===== src/sv/pcts_pkg.sv =====
`default_nettype none

package pcts_pkg;

  localparam int IDX_W       = 5;
  localparam int PRIO_W      = 8;
  localparam int ROW_W       = 32;
  localparam int MAX_ENTRIES = 32;
  localparam int LEAVES      = 32;
  localparam int LEVELS      = 5;
  localparam int SETTLE_W    = 3;

  typedef enum logic [1:0] {
    OP_LOAD_ROW  = 2'd0,
    OP_LOAD_PRIO = 2'd1,
    OP_MARK      = 2'd2,
    OP_COMPUTE   = 2'd3
  } op_e;

  typedef struct packed {
    logic                     valid;
    logic signed [PRIO_W-1:0] prio;
    logic [IDX_W-1:0]         idx;
  } node_t;

  typedef struct packed {
    logic wr_row;
    logic wr_prio;
    logic mark;
    logic union_start;
    logic union_step;
    logic clear_marks;
    logic restart;
    logic emit;
    logic emit_empty;
  } cmd_t;

  typedef struct packed {
    logic union_done;
    logic pending_empty;
    logic settled;
    logic out_free;
    logic last_pick;
  } sts_t;

  // Left child always has the lower index, so ties stay on the left.
  function automatic node_t pick(input node_t a, input node_t b);
    if (b.valid && (!a.valid || (b.prio > a.prio))) begin
      return b;
    end
    return a;
  endfunction

endpackage

`default_nettype wire


===== src/sv/pcts_ctrl.sv =====
`default_nettype none

module pcts_ctrl (
  input  wire logic             clk_i,
  input  wire logic             rst_ni,
  input  wire logic             in_valid_i,
  input  wire logic [1:0]       operation_i,
  output logic                  in_ready_o,
  input  wire pcts_pkg::sts_t   sts_i,
  output pcts_pkg::cmd_t        cmd_o
);

  typedef enum logic [4:0] {
    S_IDLE   = 5'b00001,
    S_UNION  = 5'b00010,
    S_CHECK  = 5'b00100,
    S_EMPTY  = 5'b01000,
    S_SELECT = 5'b10000
  } state_e;

  state_e state_q, state_d;
  logic   accept;

  assign in_ready_o = (state_q == S_IDLE);
  assign accept     = in_valid_i && in_ready_o;

  always_comb begin
    state_d = state_q;
    cmd_o   = '0;
    unique case (state_q)
      S_IDLE: begin
        if (accept) begin
          unique case (pcts_pkg::op_e'(operation_i))
            pcts_pkg::OP_LOAD_ROW:  cmd_o.wr_row  = 1'b1;
            pcts_pkg::OP_LOAD_PRIO: cmd_o.wr_prio = 1'b1;
            pcts_pkg::OP_MARK:      cmd_o.mark    = 1'b1;
            pcts_pkg::OP_COMPUTE: begin
              cmd_o.union_start = 1'b1;
              state_d           = S_UNION;
            end
          endcase
        end
      end
      S_UNION: begin
        cmd_o.union_step = 1'b1;
        if (sts_i.union_done) begin
          cmd_o.clear_marks = 1'b1;
          cmd_o.restart     = 1'b1;
          state_d           = S_CHECK;
        end
      end
      S_CHECK: begin
        state_d = sts_i.pending_empty ? S_EMPTY : S_SELECT;
      end
      S_EMPTY: begin
        if (sts_i.out_free) begin
          cmd_o.emit_empty = 1'b1;
          state_d          = S_IDLE;
        end
      end
      S_SELECT: begin
        // hold until the tree has settled on the current pending set
        if (sts_i.settled && sts_i.out_free) begin
          cmd_o.emit    = 1'b1;
          cmd_o.restart = 1'b1;
          if (sts_i.last_pick) begin
            state_d = S_IDLE;
          end
        end
      end
      default: state_d = S_IDLE;
    endcase
  end

  always_ff @(posedge clk_i or negedge rst_ni) begin
    if (!rst_ni) begin
      state_q <= S_IDLE;
    end else begin
      state_q <= state_d;
    end
  end

endmodule

`default_nettype wire


===== src/sv/pcts_datapath.sv =====
`default_nettype none

module pcts_datapath #(
  parameter int PLACES = 32,
  parameter int TRANS  = 32
) (
  input  wire logic                                  clk_i,
  input  wire logic                                  rst_ni,
  input  wire pcts_pkg::cmd_t                        cmd_i,
  output pcts_pkg::sts_t                             sts_o,
  input  wire logic [pcts_pkg::IDX_W-1:0]            place_index_i,
  input  wire logic [pcts_pkg::IDX_W-1:0]            transition_index_i,
  input  wire logic [pcts_pkg::ROW_W-1:0]            row_mask_i,
  input  wire logic signed [pcts_pkg::PRIO_W-1:0]    priority_value_i,
  input  wire logic                                  out_ready_i,
  output logic                                       out_valid_o,
  output logic [pcts_pkg::IDX_W-1:0]                 candidate_o,
  output logic signed [pcts_pkg::PRIO_W-1:0]         candidate_priority_o,
  output logic                                       empty_res_o,
  output logic                                       last_o
);

  localparam int PW = (PLACES > 1) ? $clog2(PLACES) : 1;
  localparam int TW = (TRANS > 1) ? $clog2(TRANS) : 1;

  logic [TRANS-1:0]                   rows_q [PLACES];
  logic signed [pcts_pkg::PRIO_W-1:0] prio_q [TRANS];
  logic [PLACES-1:0]                  marks_q;
  logic [TRANS-1:0]                   pending_q;
  logic [PW-1:0]                      place_q;
  logic [pcts_pkg::SETTLE_W-1:0]      settle_q;
  logic                               out_valid_q;

  pcts_pkg::node_t leaf_n [pcts_pkg::LEAVES];
  pcts_pkg::node_t node_q [1:pcts_pkg::LEAVES-1];
  pcts_pkg::node_t root_n;

  logic             place_ok;
  logic             trans_ok;
  logic [TRANS-1:0] pick_bit;
  logic [TRANS-1:0] pending_left;

  assign place_ok = ({1'b0, place_index_i} < (pcts_pkg::IDX_W + 1)'(PLACES));
  assign trans_ok = ({1'b0, transition_index_i} < (pcts_pkg::IDX_W + 1)'(TRANS));

  assign root_n       = node_q[1];
  assign pick_bit     = TRANS'(1) << root_n.idx;
  assign pending_left = pending_q & ~pick_bit;

  assign sts_o.union_done    = (place_q == PW'(PLACES - 1));
  assign sts_o.pending_empty = (pending_q == '0);
  assign sts_o.settled       = (settle_q == pcts_pkg::SETTLE_W'(pcts_pkg::LEVELS));
  assign sts_o.out_free      = !out_valid_q || out_ready_i;
  assign sts_o.last_pick     = (pending_left == '0);

  // Leaves beyond the transition count never compete.
  for (genvar t = 0; t < pcts_pkg::LEAVES; t++) begin : g_leaf
    if (t < TRANS) begin : g_used
      assign leaf_n[t] = '{valid: pending_q[t], prio: prio_q[t],
                           idx: pcts_pkg::IDX_W'(t)};
    end else begin : g_pad
      assign leaf_n[t] = '{valid: 1'b0, prio: '0, idx: '0};
    end
  end

  // Heap-ordered max tree, one register per node.
  for (genvar n = 1; n < pcts_pkg::LEAVES; n++) begin : g_node
    if (n >= pcts_pkg::LEAVES / 2) begin : g_bottom
      always_ff @(posedge clk_i) begin
        node_q[n] <= pcts_pkg::pick(leaf_n[2*n - pcts_pkg::LEAVES],
                                    leaf_n[2*n - pcts_pkg::LEAVES + 1]);
      end
    end else begin : g_inner
      always_ff @(posedge clk_i) begin
        node_q[n] <= pcts_pkg::pick(node_q[2*n], node_q[2*n + 1]);
      end
    end
  end

  always_ff @(posedge clk_i or negedge rst_ni) begin
    if (!rst_ni) begin
      for (int p = 0; p < PLACES; p++) begin
        rows_q[p] <= '0;
      end
      for (int t = 0; t < TRANS; t++) begin
        prio_q[t] <= '0;
      end
      marks_q     <= '0;
      pending_q   <= '0;
      place_q     <= '0;
      settle_q    <= '0;
      out_valid_q <= 1'b0;
    end else begin
      if (cmd_i.wr_row && place_ok) begin
        rows_q[place_index_i[PW-1:0]] <= row_mask_i[TRANS-1:0];
      end
      if (cmd_i.wr_prio && trans_ok) begin
        prio_q[transition_index_i[TW-1:0]] <= priority_value_i;
      end
      if (cmd_i.clear_marks) begin
        marks_q <= '0;
      end else if (cmd_i.mark && place_ok) begin
        marks_q[place_index_i[PW-1:0]] <= 1'b1;
      end

      if (cmd_i.union_start) begin
        pending_q <= '0;
        place_q   <= '0;
      end else if (cmd_i.union_step) begin
        if (marks_q[place_q]) begin
          pending_q <= pending_q | rows_q[place_q];
        end
        if (!sts_o.union_done) begin
          place_q <= place_q + PW'(1);
        end
      end else if (cmd_i.emit) begin
        pending_q <= pending_left;
      end

      // settle counter: cleared on each restart, when pending last changed, and saturating at the tree depth
      if (cmd_i.restart) begin
        settle_q <= '0;
      end else if (!sts_o.settled) begin
        settle_q <= settle_q + pcts_pkg::SETTLE_W'(1);
      end

      if (cmd_i.emit || cmd_i.emit_empty) begin
        out_valid_q <= 1'b1;
      end else if (out_ready_i) begin
        out_valid_q <= 1'b0;
      end
    end
  end

  always_ff @(posedge clk_i) begin
    if (cmd_i.emit) begin
      candidate_o          <= root_n.idx;
      candidate_priority_o <= root_n.prio;
      empty_res_o          <= 1'b0;
      last_o               <= sts_o.last_pick;
    end else if (cmd_i.emit_empty) begin
      candidate_o          <= '0;
      candidate_priority_o <= '0;
      empty_res_o          <= 1'b1;
      last_o               <= 1'b1;
    end
  end

  assign out_valid_o = out_valid_q;

endmodule

`default_nettype wire


===== src/sv/petri_candidate_transition_sorter_unit.sv =====
`default_nettype none

// Channel   Handshake              Payload
// in        in_valid_i/in_ready_o  operation_i, place_index_i, transition_index_i,
//                                  row_mask_i, priority_value_i
// out       out_valid_o/out_ready_i candidate_o, candidate_priority_o, empty_res_o,
//                                  last_o
//
// Load and mark transactions are written as they are accepted, in the idle state.
// Compute: an accept, the union state ORs the marked rows into the pending set (one row per cycle),
// then a check state; each candidate is emitted once the 5-level registered max tree has settled
// on the pending set and the output slot is free.
// An empty union gives its single result from the empty state once the output slot is free.
// rst_ni clears all tables, marks and control state at once; no clearing pass.
// A stalled output holds the next selection; loads wait until a compute finishes.
module petri_candidate_transition_sorter_unit #(
  parameter int NUM_PLACES      = 32,
  parameter int NUM_TRANSITIONS = 32
) (
  input  wire logic                                clk_i,
  input  wire logic                                rst_ni,
  input  wire logic                                in_valid_i,
  output logic                                     in_ready_o,
  input  wire logic [1:0]                          operation_i,
  input  wire logic [pcts_pkg::IDX_W-1:0]          place_index_i,
  input  wire logic [pcts_pkg::IDX_W-1:0]          transition_index_i,
  input  wire logic [pcts_pkg::ROW_W-1:0]          row_mask_i,
  input  wire logic signed [pcts_pkg::PRIO_W-1:0]  priority_value_i,
  output logic                                     out_valid_o,
  input  wire logic                                out_ready_i,
  output logic [pcts_pkg::IDX_W-1:0]               candidate_o,
  output logic signed [pcts_pkg::PRIO_W-1:0]       candidate_priority_o,
  output logic                                     empty_res_o,
  output logic                                     last_o
);

  localparam int PLACES = (NUM_PLACES > pcts_pkg::MAX_ENTRIES) ?
                          pcts_pkg::MAX_ENTRIES : NUM_PLACES;
  localparam int TRANS  = (NUM_TRANSITIONS > pcts_pkg::MAX_ENTRIES) ?
                          pcts_pkg::MAX_ENTRIES : NUM_TRANSITIONS;

  pcts_pkg::cmd_t cmd;
  pcts_pkg::sts_t sts;

  pcts_ctrl u_ctrl (
    .clk_i      (clk_i),
    .rst_ni     (rst_ni),
    .in_valid_i (in_valid_i),
    .operation_i(operation_i),
    .in_ready_o (in_ready_o),
    .sts_i      (sts),
    .cmd_o      (cmd)
  );

  pcts_datapath #(
    .PLACES(PLACES),
    .TRANS (TRANS)
  ) u_datapath (
    .clk_i               (clk_i),
    .rst_ni              (rst_ni),
    .cmd_i               (cmd),
    .sts_o               (sts),
    .place_index_i       (place_index_i),
    .transition_index_i  (transition_index_i),
    .row_mask_i          (row_mask_i),
    .priority_value_i    (priority_value_i),
    .out_ready_i         (out_ready_i),
    .out_valid_o         (out_valid_o),
    .candidate_o         (candidate_o),
    .candidate_priority_o(candidate_priority_o),
    .empty_res_o         (empty_res_o),
    .last_o              (last_o)
  );

  a_empty_is_last: assert property (@(posedge clk_i) disable iff (!rst_ni)
    out_valid_o && empty_res_o |-> last_o && (candidate_o == '0) &&
                                   (candidate_priority_o == '0))
    else $error("empty result must be a zeroed final transaction");

  a_compute_blocks_input: assert property (@(posedge clk_i) disable iff (!rst_ni)
    in_valid_i && in_ready_o &&
    (operation_i == pcts_pkg::OP_COMPUTE) |=> !in_ready_o)
    else $error("input accepted right after a compute transaction");

  a_mid_list_blocks_input: assert property (@(posedge clk_i) disable iff (!rst_ni)
    out_valid_o && !last_o |-> !in_ready_o)
    else $error("input ready while a candidate list is still open");

  a_emit_needs_slot: assert property (@(posedge clk_i) disable iff (!rst_ni)
    (cmd.emit || cmd.emit_empty) |-> (!out_valid_o || out_ready_i))
    else $error("result written over an unaccepted transaction");

endmodule

`default_nettype wire

===== config.mk =====
export PLATFORM = sky130hd
export DESIGN_NAME = petri_candidate_transition_sorter_unit
export DESIGN_NICKNAME = d
export VERILOG_FILES = /design/src/sv/pcts_pkg.sv /design/src/sv/pcts_ctrl.sv /design/src/sv/pcts_datapath.sv /design/src/sv/petri_candidate_transition_sorter_unit.sv
export SDC_FILE = /design/constraint.sdc
export NUM_CORES = 2
export LEC_CHECK = 0
export BUFFER_PORTS_ARGS = -buffer_cell sky130_fd_sc_hd__buf_2
export CAP_MARGIN = 20
export CORE_ASPECT_RATIO = 1.75
export CORE_MARGIN = 5
export CORE_UTILIZATION = 55
export DETAILED_ROUTE_END_ITERATION = 16
export HOLD_SLACK_MARGIN = 0.1
export PLACE_DENSITY = 0.78
export SLEW_MARGIN = 10
export SYNTH_ARGS = -nofsm -noshare
export SYNTH_HDL_FRONTEND = slang
export SYNTH_SLANG_ARGS = --single-unit

===== constraint.sdc =====
create_clock -name clk_i -period 3.2 [get_ports clk_i]
set_clock_uncertainty 0.1 [all_clocks]
set_input_delay 0.32 -clock clk_i [delete_from_list [all_inputs] [get_ports clk_i]]
set_output_delay 0.32 -clock clk_i [all_outputs]
set_load 0.005 [all_outputs]

Word-level counts from Yosys, hierarchy flattened:

Memories as Yosys holds them, arrays and structs flattened.
Cells that the tools add are included.

* multiplexer cells: 146
* equal/unequal tests: 19
* order comparisons: 39
* shift-type cells: 1
* add/sub/neg operators: 2
* reduce and logical (&&, ||, !) cells: 112
* bitwise gates (word level): 7

Operator list (count)
* $bwmux W1024: 1
* $mux W14: 62
* $mux W32: 9
* $bwmux W256: 1
* $gt A8 B8 Y1: 31
* $bmux W32 S5: 1
* $demux W32 S5: 1
* $logic_not A32 Y1: 2
* $or A32 B32 Y32: 2
* $mux W5: 12
* $mux W1: 44
* $demux W8 S5: 1
* $logic_and A1 B1 Y1: 36
* $logic_or A1 B1 Y1: 33
* $and A32 B32 Y32: 1
* $logic_not A1 Y1: 32
* $not A32 Y32: 1
* $shl A1 B5 Y32 const A: 1
* $pmux W5 S5: 1
* $mux W8: 3
* $ge A6 B6 Y1 const B: 3
* $not A5 Y6: 3
* $lt A5 B6 Y1 const B: 2
* $lt A6 B1 Y1 const B: 2
* other kinds (25): 41

* bits of input ports: 56
* RAM bits: 434
* flip-flop bits (word level): 1373
* memories kept: 1

Memory list
* u_datapath.node_q: depth 31, width 14, read ports 31, clocked after memory_dff 0, write ports 31, line pcts_datapath.sv:35 `pcts_pkg::node_t node_q [1:pcts_pkg::LEAVES-1];`

Depth between registers and ports, before layout:

* word-level depth: 8
* gate-level depth with buffers: 12
* depth with buffers taken out: 9

Cells and area by module:

A second synthesis with hierarchy kept.

* cell total of the unflattened synthesis: 5496
* area total of the unflattened synthesis: 76713.6 um^2

Modules (own cells, without submodules)
* pcts_datapath: cells an instance 5455, times used 1, area each 76354.5 um^2
* pcts_ctrl: cells an instance 41, times used 1, area each 359.1 um^2

Worst setup path after synthesis:

No wires, ideal clock.

* path type: flip-flop to flip-flop
* start point: register u_datapath.place_q[1]
* end point: register u_datapath.pending_q[18]
* path slack: 0.718 ns
* setup time: 0.133 ns
* data arrival time: 2.249 ns
* period minus slack after synthesis: 2.482 ns
* path buffers: 3
* cell stages (with the launch flop): 9
* cells stage by stage: dfrtp_1 buf_2 buf_2 clkbuf_1 mux4_2 mux4_2 mux2_2 nand2_1 nand2_1

* cells in the longest elaborated chain, start to end: 8
* elaborated cells between the ends (all ways): 12

RTL lines
* from (decl): line pcts_datapath.sv:30 `logic [PW-1:0] place_q;`
* from (signal assigned): line pcts_datapath.sv:114 `place_q <= place_q + PW'(1);`
* $not A5 Y6 (implied by the code): line pcts_datapath.sv:111 `pending_q <= pending_q | rows_q[place_q];`
* $bmux W32 S5: line pcts_datapath.sv:111
* $mux W32 (implied by the code) (2 in series): line pcts_datapath.sv:111
* $or A32 B32 Y32: line pcts_datapath.sv:111
* $mux W32: line pcts_datapath.sv:110 `if (marks_q[place_q]) begin`
* $mux W32: line pcts_datapath.sv:109 `end else if (cmd_i.union_step) begin`
* $mux W32: line pcts_datapath.sv:106 `if (cmd_i.union_start) begin`
* to (signal assigned): line pcts_datapath.sv:111
* to (signal assigned): line pcts_datapath.sv:117 `pending_q <= pending_left;`
* to (decl): line pcts_datapath.sv:29 `logic [TRANS-1:0] pending_q;`

Parallel ways exist; a longest one is shown, timed or not. The select of a mux whose other input is x is not followed.
A chain may end at the register's enable or synchronous reset.

Worst setup path in the final report:

* start point: register u_datapath.place_q[0]
* end point: register u_datapath.pending_q[11]

The elaborated chain is that of the path after synthesis.

==> impl_metrics.toml <==
[critical_path]
critPathLaunchType = "register"
crit_top_cell = "a2111oi_4"
crit_path_end_kind = "register"
crit_fanout = 25
reg2regPathDepth = 8
regToRegStartpoint = "u_datapath.place_q[0]"
slowest_stage = "mux4_1"
path_cells = "buf_4, mux4_1, a2111oi_4, a2111oi_4, nor3_4, buf_12, nand3b_1, a221oi_1"
critical_path_class = "register to register"
worstPathRequired_ps = 3760
worstSetupStartpoint = "u_datapath.place_q[0]"
cp.arrival_ps = 3610
cpPeakStageDelay_ps = 620
worstReg2RegEnd = "u_datapath.pending_q[11]"
reg2reg_setup_slack_ps = 140

[final_layout]
post_route_cells_drive_above_1_share_pct = 42.0
syn2layout_area_growth_pct = 11.9
layout.nets = 6056
final_cells = 7731

[synth]
synth_most_common_cell = "mux2_2"
synth.distinct_cells = 83
synth_ff_type = "dfrtp_1"
synthTopCellsByArea = "dfrtp_1 44%, mux2_2 22%, dfxtp_1 8.6%"
avgSynthCellArea_um2 = 13.9
synthArstFlopShare_pct = 79.5
yosysWarnings = 0
synth_common_cells = "1539 x mux2_2, 1357 x dfrtp_1, 336 x dfxtp_1"
synth_edf_count = 14
netlist_area_mm2 = 0.0780
yosysTopAreaCellShare_pct = 43.5
syn-num-nets = 5914
synth_area_leader_cell = "dfrtp_1"
ys_ff_latch = 1708
synth_cells = 5606
synth-seq-area-share_pct = 52.7

[status]
status = "finished clean"

[clocking]
cts.htree.levels = 4
cts_buffers = 150
cts_tree = "done"
cts_buffer_depth = 3
numClockSinks = 1708
ctsRootBufferMaster = "clkbuf_16"
cts.clk_slew.worst_paths_ps = 70
insertion_delay_ps = 810

[floorplanning]
rows = 183
coreArea_mm2 = 0.142
fp.dieH_um = 508
die_w_um = 295
io_pins = 73
start_util_pct = 55.1
die_area_mm2 = 0.150

[grt]
grt_pass1_wl_mm = 319
grt_usage_pct = 28.1
grt_pass1_vias = 52120
antenna_found_initial = 14
grt-ovfl-total = 0
grt_max_degree = 145

[hold_path]
hold_end = "u_datapath.leaf_n[348]"
hold_start = "transition_index_i[4]"
min_path_cells = 4
hp-class = "input port to register"

[flow_run]
cap_viol_max_count = 0

[power]
combPwrFrac_pct = 29.7
p_leak_nw = 40.5
vdd_drop_max_mv = 0.650
switching_power_w = 0.0202
switching_share_pct = 31.4
seq_power_share_pct = 41.0
power_density_mw_per_mm2 = 737
p_int_w = 0.0441
p_clk_share_pct = 29.3

[timing]
worst_slew_pin_slew_ps = 1110
hold_slack_ps = 163
post-route-period-util_pct = 95.5
slew_violations = 0
clock.fmax_mhz = 327
finalSetupTns_ps = 0
timing.final.crit_period_ps = 3060
slew_headroom_pct = 26.0
rsz0062_at_grt = "no"
setup_viol = 0
hold_violations = 0

[route]
vias = 48350
drt_iter0_markers = 3631
viasPerCell = 6.25
firstDrtPassIters = 6
wire_per_inst_um = 27.2
drc = 0
drt-total-wl_mm = 210
ant_nets = 0

[placed_design]
gp_congestion = 0.989
port_buffers = 72
hpwl_mm = 138
numPlacedInstances = 7393
## registers in the layout, summed over array words and instances (netlist names), 3 cells and up
| signal | count |
|---|---|
| u_datapath.settle_q | 3 |
| u_datapath.candidate_o | 5 |
| u_datapath.candidate_priority_o | 8 |
| u_datapath.marks_q | 32 |
| u_datapath.node_q | 335 |
| u_datapath.leaf_n | 256 |
| u_datapath.rows_q | 1024 |
| u_datapath.pending_q | 32 |
| u_ctrl.state_q | 5 |
| u_datapath.place_q | 5 |
## area by class of cell
| cell class | count | area, µm² |
|---|---|---|
| antenna | 9 | 22.5 |
| clock buffer | 229 | 4540 |
| clock inverter | 47 | 592 |
| fill | 10438 | 54200 |
| inverter | 277 | 1040 |
| multi-input combinational | 3246 | 34100 |
| sequential | 1708 | 41100 |
| tap | 1850 | 2310 |
| timing repair buffer | 365 | 3560 |
## worst max path at each step
stage	end	slack, ps	depth (start not counted)
4_1_cts	u_datapath.pending_q[11]	10	9
6_report	u_datapath.pending_q[11]	140	8
5_1_grt	u_datapath.pending_q[11]	30	8
2_1_floorplan	u_datapath.pending_q[18]	720	8
3_3_place_gp	u_datapath.pending_q[11]	80	9
3_5_place_dp	u_datapath.pending_q[11]	20	9
## power by group through the flow
stage               clock network (W)  logic, W  registers (W)
finish                         0.0188    0.0191         0.0264
global route                   0.0199    0.0205         0.0266
CTS                            0.0191    0.0189         0.0264
detailed placement                  0    0.0187         0.0268
global placement                    0    0.0184         0.0266
floorplan                           0    0.0132         0.0258
## critical path: cells and delay by family (launching register included)
| family | cells | cell delay (ps) |
|---|---|---|
| buffers and inverters | 2 | 520 |
| muxes | 1 | 620 |
| AOI/OAI and AO/OA | 3 | 640 |
| DFF | 1 | 520 |
| and+or+nand+nor | 2 | 520 |
## repair_timing
item                       in CTS  in global routing
buffers inserted                0                  7
hold endpoints to repair     2180                  0
hold buffers                   46                  0
resized for setup               0                  1
setup endpoints to repair       0                 14
## layout by cell type (no fill, tap or decap), types with 65 or more instances in the layout
cell / synthesis / final
nand3_1: 66 / 65
nor2_1: 128 / 94
mux4_2: 208 / 208
dfrtp_1: 1357 / 1352
dfxtp_1: 336 / 336
o21a_1: 65 / 65
mux2i_1: 122 / 122
mux2_2: 1539 / 1539
inv_1: 276 / 275
ha_1: 252 / 252
buf_2: 72 / 71
a21oi_1: 168 / 168
nand2_1: 97 / 97
o211ai_1: 67 / 67
buf_4: 60 / 178
buf_12: 0 / 71
clkbuf_16: 0 / 157
## metrics by stage
stage	util [%]	setup WS (ps)	instance area (µm²)	power, W
global route	61.7	27.6	87300	0.0670
global placement	57.7	80.2	81700	0.0450
detailed placement	57.7	21.0	81700	0.0455
CTS	61.7	13.8	87300	0.0644
floorplan	-	718	78000	0.0389
finish	61.7	143	87300	0.0643
## logic make-up (layout without fill, tap and decap cells)
| kind of cell | after synthesis | count (layout) | share of synthesized area (%) |
|---|---|---|---|
| and+or+nand+nor | 545 | 545 | 3.83 |
| buffers and inverters | 652 | 918 | 3.91 |
| xor gates and xnor gates | 5 | 5 | 0.0561 |
| other | 0 | 9 | 0 |
| adders and majority gates | 252 | 252 | 4.04 |
| DFF | 1708 | 1708 | 52.7 |
| AOI/OAI and AO/OA | 540 | 540 | 4.88 |
| muxes | 1904 | 1904 | 30.6 |
## metal layers
metal	part of all wire, %	GRT usage (%)
met5	0.019	0
met3	5.4	4.27
met2	51	48.8
met4	7.7	18.0
met1	36	32.2
Note: power is estimated with default switching activity, not from simulation.
